$ cat config.mk
export PLATFORM = sky130hd
export DESIGN_NAME = command_line_assembler_with_estop_core
export DESIGN_NICKNAME = d
export VERILOG_FILES = /design/src/sv/cla_pkg.sv /design/src/sv/cla_ram.sv /design/src/sv/cla_matcher.sv /design/src/sv/command_line_assembler_with_estop_core.sv
export SDC_FILE = /design/constraint.sdc
export NUM_CORES = 1
export LEC_CHECK = 0
export BUFFER_PORTS_ARGS = -buffer_cell sky130_fd_sc_hd__clkbuf_2
export CORE_UTILIZATION = 40
export DETAILED_ROUTE_END_ITERATION = 10
export GPL_TIMING_DRIVEN = 0
export PLACE_DENSITY = 0.67
export SLEW_MARGIN = 15
export SYNTH_ARGS = -nofsm -noshare
export SYNTH_HDL_FRONTEND = slang
export SYNTH_SLANG_ARGS = --single-unit
$ cat constraint.sdc
create_clock -name clock -period 8.6 [get_ports clock]
set_input_delay 0.43 -clock clock [delete_from_list [all_inputs] [get_ports clock]]
set_output_delay 0.43 -clock clock [all_outputs]
set_load 0.01 [all_outputs]
$ cat src/sv/cla_pkg.sv
`timescale 1ns / 1ps
// ----------------------------------------------------------------------------
// cla_pkg
// Shared constants and types for the command line assembler with e-stop
// watch.
// ----------------------------------------------------------------------------
package cla_pkg;

   localparam int LINE_CHARS_DEFAULT = 63;

   localparam logic [7:0] CH_M   = 8'h4D;
   localparam logic [7:0] CH_ONE = 8'h31;
   localparam logic [7:0] CH_TWO = 8'h32;
   localparam logic [7:0] CH_NL  = 8'h0A;

   localparam logic [1:0] ST_EMPTY    = 2'd0;
   localparam logic [1:0] ST_BUILDING = 2'd1;
   localparam logic [1:0] ST_READY    = 2'd2;
   localparam logic [1:0] ST_OVERFLOW = 2'd3;

   localparam logic [1:0] MS_IDLE = 2'd0;
   localparam logic [1:0] MS_M    = 2'd1;
   localparam logic [1:0] MS_M1   = 2'd2;
   localparam logic [1:0] MS_M11  = 2'd3;

   localparam logic OP_BYTE = 1'b0;
   localparam logic OP_TAKE = 1'b1;

   typedef struct packed {
      logic       consumed;
      logic       stop;
      logic [1:0] wb_count;
   } match_result_type;

endpackage

$ cat src/sv/cla_ram.sv
`timescale 1ns / 1ps
// ----------------------------------------------------------------------------
// cla_ram
// Generic single write port, single read port RAM with registered read.
// ----------------------------------------------------------------------------
module cla_ram #(
   parameter int WIDTH = 8,
   parameter int DEPTH = 64
) (
   input  logic                     clock,
   input  logic                     wr_en,
   input  logic [$clog2(DEPTH)-1:0] wr_addr,
   input  logic [WIDTH-1:0]         wr_data,
   input  logic                     rd_en,
   input  logic [$clog2(DEPTH)-1:0] rd_addr,
   output logic [WIDTH-1:0]         rd_data
);

   logic [WIDTH-1:0] mem_ff [DEPTH];
   logic [WIDTH-1:0] rd_data_ff;

   always_ff @(posedge clock) begin
      if (wr_en) begin
         mem_ff[wr_addr] <= wr_data;
      end
      if (rd_en) begin
         rd_data_ff <= mem_ff[rd_addr];
      end
   end

   assign rd_data = rd_data_ff;

endmodule

$ cat src/sv/cla_matcher.sv
`timescale 1ns / 1ps
// ----------------------------------------------------------------------------
// cla_matcher
// Watches the byte stream for the e-stop sequence and holds back its
// prefixes; reports how many held characters must go back into the line.
// ----------------------------------------------------------------------------
module cla_matcher (
   input  logic                      clock,
   input  logic                      reset,
   input  logic                      step,
   input  logic [7:0]                data_byte,
   output cla_pkg::match_result_type res
);

   logic [1:0] state_ff;
   logic [1:0] state_in;

   always_comb begin
      res      = '0;
      state_in = cla_pkg::MS_IDLE;
      case (state_ff)
         cla_pkg::MS_IDLE: begin
            if (data_byte == cla_pkg::CH_M) begin
               state_in     = cla_pkg::MS_M;
               res.consumed = 1'b1;
            end
         end
         cla_pkg::MS_M: begin
            if (data_byte == cla_pkg::CH_ONE) begin
               state_in     = cla_pkg::MS_M1;
               res.consumed = 1'b1;
            end else begin
               res.wb_count = 2'd1;
            end
         end
         cla_pkg::MS_M1: begin
            if (data_byte == cla_pkg::CH_ONE) begin
               state_in     = cla_pkg::MS_M11;
               res.consumed = 1'b1;
            end else begin
               res.wb_count = 2'd2;
            end
         end
         default: begin
            if (data_byte == cla_pkg::CH_TWO) begin
               res.consumed = 1'b1;
               res.stop     = 1'b1;
            end else begin
               res.wb_count = 2'd3;
            end
         end
      endcase
   end

   always_ff @(posedge clock) begin
      if (reset) begin
         state_ff <= cla_pkg::MS_IDLE;
      end else if (step) begin
         state_ff <= state_in;
      end
   end

`ifndef SYNTH
   a_wb_not_consumed: assert property (@(posedge clock) disable iff (reset)
      (res.wb_count != 2'd0) |-> !res.consumed)
      else $error("write-back requested on a consumed byte");

   a_stop_idle: assert property (@(posedge clock) disable iff (reset)
      (step && res.stop) |=> (state_ff == cla_pkg::MS_IDLE))
      else $error("matcher not idle after stop");
`endif

endmodule

$ cat src/sv/command_line_assembler_with_estop_core.sv
`timescale 1ns / 1ps
// ----------------------------------------------------------------------------
// command_line_assembler_with_estop_core
// Assembles received bytes into a command line held in a RAM, watches for
// the e-stop sequence, and plays the stored line back on a take.
//
//   channel  dir  handshake            payload
//   req_     in   req_valid/req_stall  req_opcode, req_data_byte
//   rsp_     out  rsp_valid/rsp_stall  byte_accepted .. last (7 fields)
//
// a byte word passes through one write-back step per held character (up to
// 3) and then the byte step, as the RAM has a single write port
// a take starts with a read step, then a read and an emit step per line
// character and an end marker step, paced by the registered RAM read
// synchronous reset clears the line status, index and matcher; no sweep
// a waiting result word does not block acceptance; only the steps that
// load a result word wait for the output register to free up
// ----------------------------------------------------------------------------
module command_line_assembler_with_estop_core #(
   parameter int LINE_CHARS = cla_pkg::LINE_CHARS_DEFAULT
) (
   input  logic       clock,
   input  logic       reset,
   input  logic       req_valid,
   output logic       req_stall,
   input  logic       req_opcode,
   input  logic [7:0] req_data_byte,
   output logic       rsp_valid,
   input  logic       rsp_stall,
   output logic       rsp_byte_accepted,
   output logic       rsp_send_ok,
   output logic       rsp_shutdown,
   output logic       rsp_line_ready,
   output logic       rsp_is_line_char,
   output logic [7:0] rsp_line_char,
   output logic       rsp_last
);

   localparam int AW = $clog2(LINE_CHARS);
   localparam int IW = $clog2(LINE_CHARS + 1);

   localparam logic [2:0] S_IDLE = 3'd0;
   localparam logic [2:0] S_WB   = 3'd1;
   localparam logic [2:0] S_BYTE = 3'd2;
   localparam logic [2:0] S_RD   = 3'd3;
   localparam logic [2:0] S_EMIT = 3'd4;
   localparam logic [2:0] S_END  = 3'd5;

   logic [2:0]    state_ff, state_in;
   logic [IW-1:0] idx_ff, idx_in;
   logic [1:0]    status_ff, status_in;
   logic [AW-1:0] rd_idx_ff, rd_idx_in;
   logic [7:0]    byte_ff, byte_in;
   logic          consumed_ff, consumed_in;
   logic          stop_ff, stop_in;
   logic [1:0]    wb_n_ff, wb_n_in;
   logic [1:0]    wb_pos_ff, wb_pos_in;

   logic          rsp_valid_ff, rsp_valid_in;
   logic          acc_ff, acc_in;
   logic          ok_ff, ok_in;
   logic          shut_ff, shut_in;
   logic          ready_ff, ready_in;
   logic          is_char_ff, is_char_in;
   logic [7:0]    char_ff, char_in;
   logic          last_ff, last_in;

   logic          wr_en;
   logic [AW-1:0] wr_addr;
   logic [7:0]    wr_data;
   logic          rd_en;
   logic [7:0]    rd_data;
   logic          step;
   logic          rsp_free;
   logic          room;
   logic [IW:0]   idx_sum;
   logic          load_rsp;

   cla_pkg::match_result_type mres;

   cla_matcher u_matcher (
      .clock     (clock),
      .reset     (reset),
      .step      (step),
      .data_byte (req_data_byte),
      .res       (mres)
   );

   cla_ram #(
      .WIDTH (8),
      .DEPTH (LINE_CHARS)
   ) u_line_ram (
      .clock   (clock),
      .wr_en   (wr_en),
      .wr_addr (wr_addr),
      .wr_data (wr_data),
      .rd_en   (rd_en),
      .rd_addr (rd_idx_ff),
      .rd_data (rd_data)
   );

   assign req_stall = (state_ff != S_IDLE);
   assign step      = req_valid && !req_stall && (req_opcode == cla_pkg::OP_BYTE);
   assign rsp_free  = !rsp_valid_ff || !rsp_stall;
   assign room      = (idx_ff < IW'(LINE_CHARS));
   assign idx_sum   = {1'b0, idx_ff} + {{IW{1'b0}}, 1'b1};

   always_comb begin
      state_in    = state_ff;
      idx_in      = idx_ff;
      status_in   = status_ff;
      rd_idx_in   = rd_idx_ff;
      byte_in     = byte_ff;
      consumed_in = consumed_ff;
      stop_in     = stop_ff;
      wb_n_in     = wb_n_ff;
      wb_pos_in   = wb_pos_ff;
      wr_en       = 1'b0;
      wr_addr     = idx_ff[AW-1:0];
      wr_data     = 8'h00;
      rd_en       = 1'b0;
      load_rsp    = 1'b0;
      acc_in      = acc_ff;
      ok_in       = ok_ff;
      shut_in     = shut_ff;
      ready_in    = ready_ff;
      is_char_in  = is_char_ff;
      char_in     = char_ff;
      last_in     = last_ff;

      case (state_ff)
         S_IDLE: begin
            if (req_valid) begin
               if (req_opcode == cla_pkg::OP_TAKE) begin
                  rd_idx_in = '0;
                  state_in  = S_RD;
               end else begin
                  byte_in     = req_data_byte;
                  consumed_in = mres.consumed;
                  stop_in     = mres.stop;
                  wb_n_in     = mres.wb_count;
                  wb_pos_in   = 2'd0;
                  state_in    = (mres.wb_count != 2'd0) ? S_WB : S_BYTE;
               end
            end
         end
         S_WB: begin
            if (status_ff != cla_pkg::ST_READY && status_ff != cla_pkg::ST_OVERFLOW
                && room) begin
               wr_en     = 1'b1;
               wr_data   = (wb_pos_ff == 2'd0) ? cla_pkg::CH_M : cla_pkg::CH_ONE;
               idx_in    = idx_sum[IW-1:0];
               status_in = cla_pkg::ST_BUILDING;
            end
            wb_pos_in = wb_pos_ff + 2'd1;
            if (wb_pos_ff + 2'd1 == wb_n_ff) begin
               state_in = S_BYTE;
            end
         end
         S_BYTE: begin
            if (rsp_free) begin
               load_rsp = 1'b1;
               acc_in   = consumed_ff;
               ok_in    = stop_ff;
               shut_in  = stop_ff;
               if (!consumed_ff && status_ff != cla_pkg::ST_READY) begin
                  acc_in = 1'b1;
                  if (byte_ff == cla_pkg::CH_NL) begin
                     wr_en     = room;
                     wr_data   = 8'h00;
                     idx_in    = '0;
                     status_in = cla_pkg::ST_READY;
                     ok_in     = 1'b1;
                  end else if (status_ff != cla_pkg::ST_OVERFLOW) begin
                     wr_en   = room;
                     wr_data = byte_ff;
                     if (idx_sum >= (IW + 1)'(LINE_CHARS)) begin
                        idx_in    = '0;
                        status_in = cla_pkg::ST_OVERFLOW;
                     end else begin
                        idx_in    = idx_sum[IW-1:0];
                        status_in = cla_pkg::ST_BUILDING;
                     end
                  end
               end
               ready_in   = (status_in == cla_pkg::ST_READY);
               is_char_in = 1'b0;
               char_in    = 8'h00;
               last_in    = 1'b0;
               state_in   = S_IDLE;
            end
         end
         S_RD: begin
            rd_en    = 1'b1;
            state_in = S_EMIT;
         end
         S_EMIT: begin
            if (rsp_free) begin
               load_rsp = 1'b1;
               acc_in   = 1'b0;
               ok_in    = 1'b0;
               shut_in  = 1'b0;
               ready_in = 1'b0;
               if (rd_data == 8'h00) begin
                  is_char_in = 1'b0;
                  char_in    = 8'h00;
                  last_in    = 1'b1;
                  idx_in     = '0;
                  status_in  = cla_pkg::ST_EMPTY;
                  state_in   = S_IDLE;
               end else begin
                  is_char_in = 1'b1;
                  char_in    = rd_data;
                  last_in    = 1'b0;
                  if (rd_idx_ff == AW'(LINE_CHARS - 1)) begin
                     state_in = S_END;
                  end else begin
                     rd_idx_in = rd_idx_ff + {{(AW-1){1'b0}}, 1'b1};
                     state_in  = S_RD;
                  end
               end
            end
         end
         S_END: begin
            if (rsp_free) begin
               load_rsp   = 1'b1;
               acc_in     = 1'b0;
               ok_in      = 1'b0;
               shut_in    = 1'b0;
               ready_in   = 1'b0;
               is_char_in = 1'b0;
               char_in    = 8'h00;
               last_in    = 1'b1;
               idx_in     = '0;
               status_in  = cla_pkg::ST_EMPTY;
               state_in   = S_IDLE;
            end
         end
         default: begin
            state_in = S_IDLE;
         end
      endcase

      rsp_valid_in = load_rsp || (rsp_valid_ff && rsp_stall);
   end

   always_ff @(posedge clock) begin
      if (reset) begin
         state_ff     <= S_IDLE;
         idx_ff       <= '0;
         status_ff    <= cla_pkg::ST_EMPTY;
         rsp_valid_ff <= 1'b0;
      end else begin
         state_ff     <= state_in;
         idx_ff       <= idx_in;
         status_ff    <= status_in;
         rsp_valid_ff <= rsp_valid_in;
      end
   end

   always_ff @(posedge clock) begin
      rd_idx_ff   <= rd_idx_in;
      byte_ff     <= byte_in;
      consumed_ff <= consumed_in;
      stop_ff     <= stop_in;
      wb_n_ff     <= wb_n_in;
      wb_pos_ff   <= wb_pos_in;
      acc_ff      <= acc_in;
      ok_ff       <= ok_in;
      shut_ff     <= shut_in;
      ready_ff    <= ready_in;
      is_char_ff  <= is_char_in;
      char_ff     <= char_in;
      last_ff     <= last_in;
   end

   assign rsp_valid         = rsp_valid_ff;
   assign rsp_byte_accepted = acc_ff;
   assign rsp_send_ok       = ok_ff;
   assign rsp_shutdown      = shut_ff;
   assign rsp_line_ready    = ready_ff;
   assign rsp_is_line_char  = is_char_ff;
   assign rsp_line_char     = char_ff;
   assign rsp_last          = last_ff;

`ifndef SYNTH
   a_busy_after_accept: assert property (@(posedge clock) disable iff (reset)
      (req_valid && !req_stall) |=> (state_ff != S_IDLE))
      else $error("block idle right after taking a word");

   a_index_bound: assert property (@(posedge clock) disable iff (reset)
      idx_ff <= IW'(LINE_CHARS))
      else $error("write index beyond line length");

   a_index_cleared: assert property (@(posedge clock) disable iff (reset)
      (status_ff == cla_pkg::ST_READY || status_ff == cla_pkg::ST_OVERFLOW)
      |-> (idx_ff == '0))
      else $error("write index not cleared in ready or overflow");

   a_write_phase: assert property (@(posedge clock) disable iff (reset)
      wr_en |-> (state_ff == S_WB || state_ff == S_BYTE))
      else $error("line store written outside a byte word");
`endif

endmodule

==> results.tsv, run 1 <==
stage	metric	value	unit
clocking	path_clk_slew	0.06	ns
timing	max_freq	294	MHz
clocking	cts_buffer_depth	3	
min_path	min_to	byte_ff[3]	
yosys	ys_ff_latch	560	
flow_run	max_cap_violations	0	
clocking	cts_tree	yes	
global_route	grt_pass1_vias	11800	
setup_path	regToRegSetupSlack	5.19	ns
setup_path	cp_slowest_cell	o21ai_1	
timing	slew_violations	0	
global_route	grt_pass1_wl	76900	µm
die	die-area	57000	µm²
setup_path	worst-path-buf-inv	1	
finish	syn_to_final_growth	14.2	%
yosys	async_reset_ff_frac	0	
detailed_routing	wire_per_inst	24.9	µm
min_path	min_path_type	input port to flip-flop	
placement	gp_congestion	0.916	
yosys	synth_xor_xnor_area_share	0.00352	
finish	fin_nets	1319	
setup_path	cp_max_fo	10	
timing	period_needed	3.41	ns
clocking	ctsHoldBuffers	0	
yosys	syn-cell-area	22400	µm²
timing	maxSlewHeadroom	0.262	
yosys	synth.avg_cell_area	18.8	µm²
yosys	yosys.area.top_type_share	0.731	
setup_path	cp.depth	7	
yosys	yosysWarnings	0	
yosys	synth-simple-area-share	0.0506	
detailed_routing	vias	11700	
global_route	grt_usage	0.186	
pwr	power.leakage	0.00821	µW
detailed_routing	viasPerCell	5.60	
yosys	ys_seq_area_frac	0.744	
die	die_h	239	µm
yosys	syn_nets	1216	
detailed_routing	first_iter_violations	1320	
timing	setup_violations	0	
setup_path	arrival	3.67	ns
finish	final_area	25600	µm²
die	die-width	239	µm
setup_path	slowest_delay	0.77	ns
pwr	p_total	6290	µW
yosys	yosys.cell_types.count	70	
setup_path	criticalPathCategory	flip-flop to flip-flop	
clocking	cts_resized	0	
yosys	synth_compound_area_frac	0.0458	
yosys	ys.flop_type	edfxtp_1	
yosys	netlist_top_cells_area	edfxtp_1 73%, mux4_2 12%, nor2_1 1.6%	
timing	max_slew.worst_pin.slew	1.11	ns
yosys	synth_fa_ha_area_frac	0.00558	
clocking	cts.sinks	560	
detailed_routing	drt-total-wl	52000	µm
setup_path	r2r-start	idx_ff[3]	
run_status	outcome	completed	
clocking	insertion_delay	0.61	ns
placement	placed_area	23800	µm²
yosys	synthMuxAreaShare	0.132	
pwr	pwr_density_cell	246	nW/µm²
timing	finalCritPeriodShare	0.396	
setup_path	r2r_cells	7	
yosys	synth_top_area_cell	edfxtp_1	
setup_path	crit_chain	buf_2 > nand3_1 > o21ai_1 > o31ai_2 > and2_1 > nand2_1 > nor2_1	
clocking	cts_buffers	56	
global_route	antenna_found_initial	0	
placement	place.port_buffers	28	
finish	final_util	0.464	
timing	finalHoldWorstSlack	0.0610	ns
die	core	55200	µm²
pwr	vdd_drop_max	0.154	mV
setup_path	reg2reg_to	u_line_ram.mem_ff[29][7]	
setup_path	start_kind	flip-flop	
clocking	root_buffer	clkbuf_16	
detailed_routing	firstDrtPassIters	5	
detailed_routing	ant_nets	0	
setup_path	cp_top_family	simple AND/OR/NAND/NOR gates	
min_path	hold_depth	1	
clocking	cts_max_level	2	
setup_path	end_kind	flip-flop	
yosys	synth_top_family_by_area	multiplexers	
timing	rsz0062_at_grt	false	
yosys	synthCells	1193	
clocking	cts_setup_buffers	0	
die	io_pins	29	
global_route	overflow	0	
yosys	synth_edf_count	546	
timing	hold_violations	0	
die	num_rows	86	
setup_path	cp.required	8.87	ns
detailed_routing	drc	0	
finish	drive_gt1_frac	0.223	
timing	finClkSkew	0.0201	ns
min_path	worstHoldStart	req_data_byte[3]	
die	initial_core_util	0.406	
placement	dp_hpwl	34800	µm
global_route	grt_max_degree	64	
finish	diodes	0	
## final cells by class
type	instances	area, µm²
plain buffers	63	350
clock buffers	63	1450
clock inverters	41	322
fillers	4533	29600
inverters	21	78.8
multi-input cells	549	5370
flip-flops and latches	560	16700
well taps	748	936
repair buffers	45	422
## per-stage QoR
step	cells	setup TNS [ns]	setup slack, ns
after floorplan	1193	0	2.81
after global placement	1969	-155.49	-2.47
after detailed placement	1986	0	5.27
after CTS	2090	0	5.27
after global routing	2090	0	5.00
final	2090	0	5.19
## cell families (layout without fill, tap and decap cells)
kind of cell,after synthesis,after routing
adders and majority gates,10,10
and+or+nand+nor,233,233
AOI/OAI and AO/OA,147,147
xor gates and xnor gates,9,9
DFF,560,560
buffers and inverters,84,233
muxes,150,150
## sequential cells by signal, summed over array words and instances, names as in the netlist, 2 cells and up
name	flops
u_line_ram.mem_ff	504
byte_ff	8
rsp_line_char	8
u_line_ram.rd_data	8
idx_ff	6
rd_idx_ff	6
state_ff	3
status_ff	2
u_matcher.state_ff	2
wb_n_ff	2
wb_pos_ff	2
## synth_stat cells, types with 4 or more instances
| library cell | instances |
|---|---|
| a211o_1 | 6 |
| a21oi_1 | 28 |
| a22o_1 | 14 |
| a22oi_1 | 29 |
| and2_1 | 14 |
| buf_1 | 6 |
| buf_2 | 19 |
| buf_4 | 6 |
| buf_6 | 9 |
| clkbuf_1 | 23 |
| dfxtp_1 | 14 |
| edfxtp_1 | 546 |
| ha_1 | 10 |
| inv_1 | 20 |
| mux2i_1 | 34 |
| mux4_2 | 116 |
| nand2_1 | 46 |
| nand2b_1 | 5 |
| nand3_1 | 17 |
| nand3b_1 | 4 |
| nor2_1 | 98 |
| nor2b_1 | 6 |
| nor3_1 | 7 |
| o21ai_0 | 21 |
| o21ai_1 | 9 |
| o22ai_1 | 11 |
| or3_1 | 6 |
| xnor2_1 | 6 |
## placed cells by master (no fill, tap or decap), types with 11 or more instances in the layout
master     netlist  layout
nor2_1          98      98
and2_1          14      13
inv_1           20      20
clkbuf_1        23      29
nand2_1         46      42
mux4_2         116     116
edfxtp_1       546     546
o21ai_0         21      19
clkbuf_2         0      28
clkinv_1         0      21
mux2i_1         34      34
o22ai_1         11      11
clkbuf_16        0      57
a22oi_1         29      29
a21oi_1         28      28
a22o_1          14      14
buf_2           19      22
dfxtp_1         14      14
nand3_1         17      17
## how the worst max path moves through the flow
stage,start,end
2_1_floorplan,state_ff[1],u_line_ram.mem_ff[0][1]
3_3_place_gp,state_ff[1],u_line_ram.mem_ff[20][1]
3_5_place_dp,byte_ff[7],u_line_ram.mem_ff[51][1]
4_1_cts,idx_ff[3],u_line_ram.mem_ff[29][7]
5_1_grt,idx_ff[3],u_line_ram.mem_ff[29][7]
6_report,idx_ff[3],u_line_ram.mem_ff[29][7]
## layer usage
metal / track usage / up-vias / part of all wire
met5: 0 / - / 0
met4: 0.0713 / 0 / 0.034
met3: 0.0460 / 100 / 0.080
met2: 0.299 / 517 / 0.48
met1: 0.245 / 6041 / 0.40
li1: - / 5043 / -
## worst reg2reg max path: stages (launching register included)
cell and delay [ns]:
dfxtp_1 0.30, buf_2 0.20, nand3_1 0.41, o21ai_1 0.77
o31ai_2 0.22, and2_1 0.25, nand2_1 0.52, nor2_1 0.41
## report_power, final
| part | total [µW] | internal [µW] | switching [µW] |
|---|---|---|---|
| clock network | 2380 | 1350 | 1020 |
| registers | 3180 | 3160 | 21.7 |
| logic | 731 | 251 | 480 |
| total | 6290 | 4770 | 1530 |
Note: power is estimated with default switching activity, not from simulation.
==> run 2: changes to the inputs <==
--- a/config.mk
+++ b/config.mk
@@ -9,7 +9,7 @@
 export CORE_UTILIZATION = 40
 export DETAILED_ROUTE_END_ITERATION = 10
 export GPL_TIMING_DRIVEN = 0
-export PLACE_DENSITY = 0.67
+export PLACE_DENSITY = 0.69
 export SLEW_MARGIN = 15
 export SYNTH_ARGS = -nofsm -noshare
 export SYNTH_HDL_FRONTEND = slang
==> constraint.sdc (replaced) <==
create_clock -name clock -period 3.12 [get_ports clock]
set_input_delay 0.156 -clock clock [delete_from_list [all_inputs] [get_ports clock]]
set_output_delay 0.156 -clock clock [all_outputs]
set_load 0.01 [all_outputs]
==> results.tsv, run 2 (synthesis results as in run 1) <==
stage	metric	value	unit	change
run_status	outcome	finished, violations left		
run_status	failed_checks	negative setup slack		
flow_run	max_cap_violations	0		unchanged
clocking	cts_buffer_depth	3		unchanged
detailed_routing	first_iter_violations	1290		-2.3%
setup_path	regToRegSetupSlack	-0.25	ns	-5.45 ns
detailed_routing	drt-total-wl	52600	µm	+1.1%
setup_path	arrival	3.61	ns	-0.06 ns
timing	maxSlewHeadroom	0.278		+0.0162
timing	finalCritPeriodShare	1.08		+0.685
global_route	grt_pass1_vias	11800		+0.068%
finish	largest_reg_flops	504		unchanged
global_route	overflow	0		unchanged
finish	syn_to_final_growth	15.5	%	
finish	fin_nets	1326		+0.53%
global_route	top_usage_layer	met2		
setup_path	crit_chain	buf_2 > nand3_1 > o21ai_1 > o31ai_2 > and2_1 > nand2_1 > nor2_2		
setup_path	criticalPathCategory	flip-flop to flip-flop		
timing	max_freq	297	MHz	+0.98%
setup_path	cp_slowest_cell	nor2_2		
detailed_routing	viasPerCell	5.66		+1.1%
global_route	antenna_found_initial	1		+1
setup_path	cp_max_fo	10		unchanged
finish	final_area	25900	µm²	+1.2%
placement	dp_cells	1981		-0.25%
timing	hold_violations	0		unchanged
timing	max_slew.worst_pin.slew	1.08	ns	-0.0282 ns
die	core	55200	µm²	unchanged
setup_path	end_kind	flip-flop		
finish	regMostFlops	u_line_ram.mem_ff		
die	die_h	239	µm	unchanged
timing	finClkSkew	0.0226	ns	+0.00248 ns
setup_path	cp.required	3.36	ns	-5.51 ns
die	io_pins	29		unchanged
pwr	vdd_drop_max	0.443	mV	+190%
global_route	grt_usage	0.187		+0.000972
pwr	pwr_density_cell	673	nW/µm²	+170%
detailed_routing	vias	11900		+1.3%
finish	diodes	0		unchanged
placement	pre_cts_ws	-0.142	ns	-5.41 ns
clocking	cts.sinks	560		unchanged
timing	rsz0062_at_grt	true		
pwr	power.leakage	0.00824	µW	+0.35%
clocking	cts_buffers	56		unchanged
clocking	root_buffer	clkbuf_16		
finish	drive_gt1_frac	0.269		+0.0459
clocking	cts_max_level	2		unchanged
finish	final_cell_mix	546 x edfxtp_1, 116 x mux4_2, 58 x nor2_2		
die	die-area	57000	µm²	unchanged
setup_path	slowest_delay	0.67	ns	-0.10 ns
clocking	insertion_delay	0.61	ns	about the same
finish	layout_commonest_cell	edfxtp_1		
global_route	met3_usage	0.0381		-0.00785
finish	final_cells	2095		+0.24%
die	initial_core_util	0.406		unchanged
timing	slew_violations	0		unchanged
placement	gp_congestion	0.871		-4.9%
global_route	grt_pass1_wl	77300	µm	+0.45%
clocking	path_clk_slew	0.06	ns	about the same
detailed_routing	ant_nets	0		unchanged
placement	dp_hpwl	35400	µm	+1.7%
die	num_rows	86		unchanged
die	die-width	239	µm	unchanged
timing	setup_violations	285		+285
detailed_routing	drc	0		unchanged
timing	period_needed	3.37	ns	-0.0331 ns
clocking	cts_tree	yes		
global_route	grt_max_degree	64		unchanged
timing	finalHoldWorstSlack	0.107	ns	+0.0464 ns
detailed_routing	firstDrtPassIters	5		unchanged
placement	place.port_buffers	28		unchanged
placement	placed_area	23800	µm²	-0.20%
setup_path	start_kind	flip-flop		
timing	finalWorstSetupSlack	-0.252	ns	-5.45 ns
global_route	use_met2	0.293		-0.00529
detailed_routing	wire_per_inst	25.1	µm	+0.86%
global_route	met1_usage	0.259		+0.0139
min_path	min_path_type	input port to flip-flop		
run 2: worst max-delay path: cells and delay by family (launching register included):
kind,cells,cell delay (ns)
flip-flops,1,0.29
AND/OR/NAND/NOR,4,2.03
AO/OA/AOI/OAI,2,0.50
buffers and inverters,1,0.17
run 2: path summary, 6_finish.rpt:
path                            cells past startpoint                        to             startpoint
worst max register to register                      7  u_line_ram.mem_ff[37][7]              idx_ff[3]
worst max-delay path                                7  u_line_ram.mem_ff[37][7]              idx_ff[3]
worst min register to register                      2     u_matcher.state_ff[0]  u_matcher.state_ff[0]
worst min-delay path                                4     u_matcher.state_ff[0]              req_valid
run 2: area by class of cell:
cell class | count | area, µm²
well taps | 748 | 936
repair buffers | 52 | 485
clock inverters | 31 | 319
multi-input cells | 549 | 5580
fillers | 4523 | 29300
plain buffers | 63 | 352
clock buffers | 71 | 1480
inverters | 21 | 78.8
flip-flops and latches | 560 | 16700
run 2: routing by layer:
metal,vias up,part of all wire
li1,5047,-
met4,0,0.030
met1,6124,0.41
met2,583,0.47
met3,102,0.089
met5,-,0
run 2: per-stage QoR:
step / TNS (ns) / power [µW] / utilization
after detailed placement: -19.05 / 10900 / 0.431
after CTS: -9.85 / 17500 / 0.466
final: -41.68 / 17400 / 0.469
after global routing: -56.65 / 17900 / 0.469
after floorplan: -125.19 / 10100 / -
after global placement: -754.95 / 10800 / 0.426
run 2: timing repair:
item                                    CTS  global route
hold buffers                             11             0
resized for setup                        18            54
setup buffers                             0             1
hold endpoints to repair                 16             0
endpoints found under the setup margin  259           498
run 2: power by group:
group / switching, µW / internal (µW)
sequential: 64.3 / 8710
clock: 2780 / 3850
combinational: 1340 / 684
